### src/hdl/assert_macros.svh
// Assertion macros used by the code builder datapath.
// No dependencies.
`ifndef ASSERT_MACROS_SVH
`define ASSERT_MACROS_SVH

// Property checked at every rising clock edge, off while reset is high.
`define ASSERT_CLK(lbl, clk, rst, prop, msg) \
   lbl: assert property (@(posedge clk) disable iff (rst) (prop)) else $error(msg);

// Condition that must never be true outside reset.
`define ASSERT_NEVER(lbl, clk, rst, cond, msg) \
   lbl: assert property (@(posedge clk) disable iff (rst) !(cond)) else $error(msg);

`endif

### src/hdl/hcb_pkg.sv
// Package for the Huffman code builder: sizes, word types, controller codes.
// No dependencies.
`timescale 1ns / 1ps

package hcb_pkg;

   localparam int MAX_SYMBOLS = 64;
   localparam int WEIGHT_BITS = 16;
   localparam int NODE_DEPTH  = 2 * MAX_SYMBOLS - 1;
   localparam int IDX_W       = $clog2(NODE_DEPTH);
   localparam int LEAF_AW     = $clog2(MAX_SYMBOLS);
   localparam int SP_W        = $clog2(MAX_SYMBOLS + 1);
   localparam int NODE_W      = WEIGHT_BITS + $clog2(MAX_SYMBOLS);
   localparam int CODE_W      = 63;
   localparam int LEN_W       = 6;

   localparam logic [15:0] WEIGHT_MASK = (WEIGHT_BITS >= 16) ? 16'hFFFF :
                                         16'((32'd1 << WEIGHT_BITS) - 32'd1);

   typedef struct packed {
      logic [7:0]  symbol;
      logic [15:0] weight;
      logic        frame_end;
   } req_type;

   typedef struct packed {
      logic [7:0]        out_symbol;
      logic [CODE_W-1:0] code_bits;
      logic [LEN_W-1:0]  code_length;
      logic              dropped_flag;
      logic              run_end;
   } rsp_type;

   typedef struct packed {
      logic [IDX_W-1:0]  node;
      logic [CODE_W-1:0] code;
      logic [LEN_W-1:0]  len;
   } stack_entry_type;

   typedef enum logic [3:0] {
      S_LOAD,
      S_BUILD_CHK,
      S_SCAN_A,
      S_SCAN_B,
      S_MERGE,
      S_ROOT,
      S_POP,
      S_POP_WAIT,
      S_LEAF,
      S_CHILD,
      S_PUSH_R,
      S_FLUSH
   } state_type;

   typedef struct packed {
      logic load;
      logic scan_init;
      logic scan_run;
      logic take_a;
      logic take_b;
      logic merge;
      logic push_root;
      logic pop;
      logic read_leaf;
      logic read_child;
      logic emit_leaf;
      logic push_l;
      logic push_r;
      logic flush;
   } cmd_type;

   typedef struct packed {
      logic multi_pending;
      logic scan_done;
      logic stack_empty;
      logic is_leaf;
      logic stack_room;
   } stat_type;

endpackage

### src/hdl/hcb_ctrl.sv
// Sequencer for the code builder: load, tree build, tree walk, flush.
// Depends on hcb_pkg.
`timescale 1ns / 1ps

module hcb_ctrl
   import hcb_pkg::*;
(
   input  logic     clock,
   input  logic     reset,
   input  logic     start,
   input  logic     frame_end,
   input  stat_type stat,
   output cmd_type  cmd,
   output logic     busy
);

   state_type state_ff, state_in;

   always_ff @(posedge clock) begin
      if (reset) begin
         state_ff <= S_LOAD;
      end else begin
         state_ff <= state_in;
      end
   end

   always_comb begin
      state_in = state_ff;
      unique case (state_ff)
         S_LOAD:      if (start && frame_end) state_in = S_BUILD_CHK;
         S_BUILD_CHK: state_in = stat.multi_pending ? S_SCAN_A : S_ROOT;
         S_SCAN_A:    if (stat.scan_done) state_in = S_SCAN_B;
         S_SCAN_B:    if (stat.scan_done) state_in = S_MERGE;
         S_MERGE:     state_in = S_BUILD_CHK;
         S_ROOT:      state_in = S_POP;
         S_POP:       state_in = stat.stack_empty ? S_FLUSH : S_POP_WAIT;
         S_POP_WAIT: begin
            if (stat.is_leaf) state_in = S_LEAF;
            else if (stat.stack_room) state_in = S_CHILD;
            else state_in = S_POP;
         end
         S_LEAF:      state_in = S_POP;
         S_CHILD:     state_in = S_PUSH_R;
         S_PUSH_R:    state_in = S_POP;
         S_FLUSH:     state_in = S_LOAD;
         default:     state_in = S_LOAD;
      endcase
   end

   always_comb begin
      cmd  = '0;
      busy = (state_ff != S_LOAD);
      unique case (state_ff)
         S_LOAD:      cmd.load = start;
         S_BUILD_CHK: cmd.scan_init = 1'b1;
         S_SCAN_A: begin
            cmd.scan_run = 1'b1;
            cmd.take_a   = stat.scan_done;
         end
         S_SCAN_B: begin
            cmd.scan_run = 1'b1;
            cmd.take_b   = stat.scan_done;
         end
         S_MERGE:     cmd.merge = 1'b1;
         S_ROOT:      cmd.push_root = 1'b1;
         S_POP:       cmd.pop = !stat.stack_empty;
         S_POP_WAIT: begin
            cmd.read_leaf  = stat.is_leaf;
            cmd.read_child = !stat.is_leaf && stat.stack_room;
         end
         S_LEAF:      cmd.emit_leaf = 1'b1;
         S_CHILD:     cmd.push_l = 1'b1;
         S_PUSH_R:    cmd.push_r = 1'b1;
         S_FLUSH:     cmd.flush = 1'b1;
         default:     cmd = '0;
      endcase
   end

endmodule

### config.mk
export PLATFORM = sky130hd
export DESIGN_NAME = hcb_ctrl
export DESIGN_NICKNAME = d
export VERILOG_FILES = /design/src/hdl/assert_macros.svh /design/src/hdl/hcb_pkg.sv /design/src/hdl/hcb_ctrl.sv
export SDC_FILE = /design/constraint.sdc
export NUM_CORES = 1
export LEC_CHECK = 0
export BUFFER_PORTS_ARGS = -buffer_cell sky130_fd_sc_hd__clkbuf_2
export CAP_MARGIN = 0
export CORE_AREA = 2 2 39 41
export CTS_BUF_LIST = sky130_fd_sc_hd__clkbuf_4 sky130_fd_sc_hd__clkbuf_8
export DETAILED_ROUTE_END_ITERATION = 7
export DIE_AREA = 0 0 41 43
export PLACE_DENSITY_LB_ADDON = 0.15
export SYNTH_ARGS = -nofsm -noshare
export SYNTH_HDL_FRONTEND = slang
export SYNTH_SLANG_ARGS = --single-unit
### constraint.sdc
create_clock -name clock -period 1.8 [get_ports clock]
set_clock_uncertainty 0.2 [all_clocks]
set_input_delay 0.18 -clock clock [delete_from_list [all_inputs] [get_ports clock]]
set_output_delay 0.18 -clock clock [all_outputs]
set_load 0.03 [all_outputs]
==> flow_summary.json, run 1 <==
{
  "pre_cts_ws_ns": 0.1088,
  "critPathTopFamily": "flip-flops",
  "area_growth_pct": 35.19,
  "cp_data_required_time_ns": 1.42,
  "syn_area_um2": 426.7,
  "cp.buffers_inverters": 1,
  "syn_inst": 63,
  "p_leak_nw": 0.2742,
  "gp_congestion": 0.7617,
  "io_pins": 24,
  "antenna_left": 0,
  "clock.fmax_ghz": 0.5887,
  "ys_types": 24,
  "wl_um": 1146,
  "crit_path_end_kind": "primary output",
  "switching_share_pct": 39.83,
  "seq_power_share_pct": 33.3,
  "met3_usage_pct": 1.571,
  "stdcell_count": 102,
  "cp_max_fo": 11,
  "largest_reg_flops": 4,
  "cts_buffers": 3,
  "antenna_found_initial": 0,
  "syn_area_per_cell_um2": 6.772,
  "drv_cap": 0,
  "dpl_cell_area_um2": 529.3,
  "core_um2": 1384,
  "slew-limit-headroom_pct": 75.84,
  "hold_violations": 0,
  "seq_area_frac_synth_pct": 18.77,
  "grt_pass1_wl_um": 1876,
  "regArea_um2": 85.08,
  "dp.cells": 98,
  "port-buffer-count": 23,
  "finalCritPeriodShare_pct": 94.38,
  "final_area_um2": 576.8,
  "grt-busiest-layer": "met1",
  "combPwrFrac_pct": 37.8,
  "dr.pass1.iters": 4,
  "setup_slack_ns": 0.1012,
  "ir_drop_mv": 0.3236,
  "cts_tree": "yes",
  "status": "finished, final reports clean",
  "fill_cells": 156,
  "powerDensity_nw_per_um2": 653.8,
  "slew_violations": 0,
  "largest-register": "state_ff",
  "via_count": 507,
  "grt_max_degree": 16,
  "worst_pin_slew_ns": 0.3625,
  "insertion_delay_ns": 0.23,
  "mostFrequentLayoutCells": "clkbuf_2 (22), nor2_1 (11), nor3_1 (8)",
  "htree_levels": 1,
  "slowest_stage": "dfxtp_2",
  "p_int_w": 0.0002269,
  "grt_pass1_vias": 427,
  "syn_nets": 72,
  "worstPathCellList": "nand2b_4 > nor4b_4 > clkbuf_4",
  "ys_ff_latch": 4,
  "nets": 97,
  "track_usage_pct": 14.63,
  "hp-class": "in -> reg",
  "multi_input_area_um2": 306.5,
  "start_kind": "flip-flop",
  "fin_crit_ns": 1.699,
  "drive_gt1_share_pct": 39.53,
  "dpl.hpwl_um": 841.9,
  "drt_iter0_markers": 13,
  "fin_util_pct": 41.68,
  "final_common_cell": "clkbuf_2",
  "drc_errors": 0,
  "row_count": 14,
  "p_sw_w": 0.0001502,
  "diodes": 0,
  "met2_usage_pct": 17.19,
  "die_x_um": 41,
  "clockBufferDepth": 2,
  "cts_root_buffer": "clkbuf_4",
  "overflow": 0,
  "yosysWarningCount": 0,
  "crit_type": "reg -> out",
  "clkSinkCount": 4,
  "cpPeakStageDelay_ns": 0.45,
  "start_util_pct": 30.83,
  "grt_setup_unrepaired": "no",
  "pwr-share-clk_pct": 28.9,
  "fin_tns_setup_ns": 0,
  "met1_usage_pct": 26.20,
  "path_clk_slew_ns": 0.04,
  "dieHeight_um": 43,
  "die_area_um2": 1763,
  "wl_per_cell_um": 11.24,
  "vias_per_cell": 4.971,
  "reg_top3": "state_ff x4",
  "setup_viol": 0,
  "arrival_ns": 1.32
}
-- worst paths after layout --
path / end / depth (start not counted) / start / slack [ns]
max: cmd[4] / 3 / state_ff[2] / 0.10
min: state_ff[0] / 4 / stat[3] / 0.09
max reg2reg: state_ff[0] / 4 / state_ff[0] / 0.27
min reg2reg: state_ff[0] / 2 / state_ff[0] / 0.40
-- power groups by stage --
| stage | clock [W] | combinational [W] | sequential [W] |
|---|---|---|---|
| floorplan | 0 | 0.000120 | 0.000106 |
| global placement | 0 | 0.000140 | 0.000124 |
| detailed placement | 0 | 0.000140 | 0.000123 |
| CTS | 0.000118 | 0.000143 | 0.000124 |
| global route | 0.000121 | 0.000157 | 0.000128 |
| finish | 0.000109 | 0.000143 | 0.000125 |
-- per-layer routing --
metal	vias to the layer above	part of all wire (%)
li1	266	-
met1	227	53
met2	14	41
met3	0	5.1
met4	0	0
met5	-	0
-- logic make-up (layout without fill, tap and decap cells) --
logic type,count (synthesis),after routing,share of synthesized area [%]
simple gates,37,37,49.56
buf+inv,8,31,11.14
flops,4,4,18.77
compound gates,14,14,20.53
-- cell usage after synthesis --
master    count  area [um^2]
nor2_1       12        45.04
nor3_1        8        40.04
a21oi_1       5        25.02
dfxtp_1       4        80.08
inv_1         4        15.01
nand2b_1      4        25.02
a31oi_1       3        18.77
nand2_1       3        11.26
buf_2         2        10.01
buf_6         2        22.52
o21ai_0       2        10.01
o32ai_1       2        17.52
a21boi_1      1        7.510
a221oi_1      1        8.760
and2_1        1        6.260
and2b_1       1        7.510
and3_1        1        6.260
nand2_4       1        11.26
nand2b_2      1        8.760
nand4_1       1        6.260
nor2b_1       1        6.260
nor3b_1       1        7.510
nor4b_4       1        23.77
or3_1         1        6.260
-- layout make-up --
type	instances	area share, %
clock buffer	3	3.905
inverter	4	2.603
multi-input combinational	51	53.15
sequential	4	14.75
tap	16	3.471
timing repair buffer	24	22.13
-- worst register-to-register path, stage by stage (launching register included) --
cell	delay, ns
dfxtp_2	0.49
nor2_1	0.12
a221oi_1	0.36
o32ai_1	0.16
a21oi_1	0.13
-- metrics by stage --
step,total power (W),hold WS [ns]
after floorplan,0.0002255,0.04907
after CTS,0.0003857,0.06992
after global routing,0.0004067,0.1050
final,0.0003771,0.08556
after global placement,0.0002639,0.2116
after detailed placement,0.0002639,0.2043
-- what timing repair did --
| item | CTS | global route |
|---|---|---|
| endpoints found under the setup margin | 5 | 6 |
| buffers inserted | 0 | 0 |
| resized for setup | 5 | 2 |
| endpoints found under the hold margin | 4 | 0 |
| hold buffers | 1 | 0 |
No activity file was read; power rests on OpenSTA's default activity.
==> run 2, diff against run 1 <==
ABC_AREA = 1   (was unset)
CAP_MARGIN = unset   (was 0)
==> run 2 against run 1 <==
- non-clock buffer count did not move
- setup slack better by 0.015 ns
- design area shrank 3.5%
- flip-flop and latch count unchanged
- combinational power shrank 24%
- sequential power fell by 21%
- highest routed layer is now met4
- critical path type unchanged
- total power shrank 16%
- die area is the same
- sequential share of layout area shrank 0.37 points
- largest cell class unchanged
==> flow_summary.json, run 2 <==
{
  "clkSinkCount": 4,
  "cp_max_fo": 4,
  "cts_buffers": 3,
  "fin_tns_setup_ns": 0,
  "r2r_end": "state_ff[1]",
  "core_um2": 1384,
  "hold_violations": 0,
  "path_clk_slew_ns": 0.04,
  "finalCritPeriodShare_pct": 93.52,
  "reg_top3": "state_ff x4",
  "synth_compound_gate_area_share_pct": 6.109,
  "yosys.area_share.simple_pct": 54.02,
  "powerDensity_nw_per_um2": 572.2,
  "gp_congestion": 0.7677,
  "hold-path-cell-count": 4,
  "yosysTopAreaCell": "nand2_1",
  "synth_top_area_share_pct": 23.15,
  "setup_viol": 0,
  "insertion_delay_ns": 0.24,
  "overflow": 0,
  "nets": 118,
  "worst_pin_slew_ns": 0.2077,
  "crit_type": "reg -> out",
  "yosysWarningCount": 0,
  "cts_tree": "yes",
  "hp-class": "in -> reg",
  "grt_pass1_wl_um": 1683,
  "vias_per_cell": 4.317,
  "io_pins": 24,
  "r2r_slack_ns": 0.45,
  "via_count": 531,
  "grt_pass1_vias": 460,
  "hold_end": "state_ff[0]",
  "setup_slack_ns": 0.1167,
  "synthAdderAreaFrac_pct": 0,
  "arrival_ns": 1.30,
  "async_flop_share_pct": 0,
  "clockBufferDepth": 2,
  "drive_gt1_share_pct": 28.97,
  "crit_path_end_kind": "primary output",
  "area_growth_pct": 43.09,
  "dieHeight_um": 43,
  "start_kind": "flip-flop",
  "drt_iter0_markers": 10,
  "netlist_top_cells_area": "nand2_1 (23%), dfxtp_1 (21%), inv_1 (18%), nor2_1 (18%), nand3_1 (5.1%)",
  "die_x_um": 41,
  "final_common_cell": "nand2_1",
  "dp.cells": 119,
  "dpl.hpwl_um": 898.4,
  "pre_cts_ws_ns": 0.3636,
  "slew-limit-headroom_pct": 86.10,
  "synth_top_family_by_area": "simple AND/OR/NAND/NOR gates",
  "dr.pass1.iters": 4,
  "cp_data_required_time_ns": 1.42,
  "syn_area_um2": 389.1,
  "yosys-top-cells-count": "nand2_1 (24), inv_1 (19), nor2_1 (19), dfxtp_1 (4), nand3_1 (4)",
  "largest_reg_flops": 4,
  "drv_cap": 0,
  "die_area_um2": 1763,
  "htree_levels": 1,
  "syn_inst": 80,
  "syn_area_per_cell_um2": 4.864,
  "port-buffer-count": 23,
  "grt_setup_unrepaired": "no",
  "yosysMostFrequentCell": "nand2_1",
  "antenna_left": 0,
  "antenna_found_initial": 0,
  "synth_edf_count": 0,
  "stdcell_count": 123,
  "synthFlopType": "dfxtp_1",
  "r2r_start": "state_ff[3]",
  "ir_drop_mv": 0.2924,
  "drc_errors": 0,
  "row_count": 14,
  "start_util_pct": 28.12,
  "ys_ff_latch": 4,
  "cts_root_buffer": "clkbuf_4",
  "fin_util_pct": 40.24,
  "cts_setup_buffers": 0,
  "mostFrequentLayoutCells": "nand2_1 (24), clkbuf_2 (22), inv_1 (19), nor2_1 (19)",
  "total_power_w": 0.0003186,
  "seq_area_frac_synth_pct": 20.58,
  "diodes": 0,
  "synth_mux_area_share_pct": 0,
  "hp-start": "stat[3]",
  "reg2reg_depth": 8,
  "p_leak_nw": 0.3886,
  "track_usage_pct": 14.07,
  "fin_crit_ns": 1.683,
  "wl_per_cell_um": 8.398,
  "synth_xor_area_share_pct": 0,
  "syn_nets": 89,
  "slew_violations": 0,
  "grt_max_degree": 7,
  "wl_um": 1033,
  "status": "finished, final reports clean",
  "ys_types": 12,
  "clock.fmax_ghz": 0.5941,
  "largest-register": "state_ff"
}
[run 2: cell types whose count changed after synthesis, sizes merged, moves of 3 or more]
| cell | before | now |
|---|---|---|
| inv | 4 | 20 |
| nor3 | 8 | 2 |
| buf | 4 | 0 |
| nand2 | 4 | 25 |
| a31oi | 3 | 0 |
| nor2 | 12 | 20 |
| nand3 | 0 | 4 |
| nand2b | 5 | 0 |
[run 2: power by group]
group / total, W / internal [W] / switching [W] / leakage [nW]
Clock: 0.000111 / 0.0000746 / 0.0000368 / 0.0138
Sequential: 0.0000985 / 0.0000939 / 0.00000454 / 0.0325
Combinational: 0.000109 / 0.0000346 / 0.0000741 / 0.342
[run 2: what timing repair did]
action	CTS	global route
hold endpoints to repair	3	0
endpoints found under the setup margin	0	1
hold buffers	1	0
gates resized for setup	0	1
[run 2: logic make-up (layout without fill, tap and decap cells)]
| family | count (synthesis) | count (layout) |
|---|---|---|
| AOI/OAI and AO/OA | 4 | 4 |
| buffers and inverters | 20 | 47 |
| DFF | 4 | 4 |
| and+or+nand+nor | 52 | 52 |
[run 2: layer usage]
layer / part of all wire [%] / wire [um] / global-route usage (%)
met1: 43 / 441 / 17.74
met4: 2.7 / 28 / 10.00
met2: 49 / 507 / 20.94
met5: 0 / 0 / 0
met3: 5.3 / 55 / 1.571
[run 2: through the flow]
step	hold WS (ns)	cell area [um^2]
2_1_floorplan	0.04907	389.1
3_3_place_gp	0.1993	524.3
3_5_place_dp	0.1928	524.3
4_1_cts	0.06206	556.8
5_1_grt	0.1044	556.8
6_report	0.06400	556.8
[run 2: worst max-delay path by stage]
| stage | startpoint | endpoint | cells after the start | slack (ns) |
|---|---|---|---|---|
| after floorplan | state_ff[2] | state_ff[1] | 8 | 0.15 |
| after global placement | state_ff[2] | cmd[13] | 6 | 0.35 |
| after detailed placement | state_ff[2] | cmd[13] | 6 | 0.36 |
| after CTS | state_ff[2] | cmd[13] | 6 | 0.1 |
| after global routing | state_ff[2] | cmd[13] | 6 | 0.006 |
| final | state_ff[3] | cmd[1] | 5 | 0.12 |
[run 2: area by class of cell]
| class | instances | area [um^2] |
|---|---|---|
| timing repair buffer | 24 | 125.1 |
| inverter | 20 | 75.07 |
| tap | 16 | 20.02 |
| fill | 170 | 827.0 |
| multi-input combinational | 56 | 234.0 |
| sequential | 4 | 80.08 |
| clock buffer | 3 | 22.52 |
[run 2: critical path: stages (launching register included)]
cell      delay (ns)
dfxtp_1         0.35
inv_1           0.09
nor2_1          0.19
inv_1           0.11
nor2_1          0.12
clkbuf_2        0.22
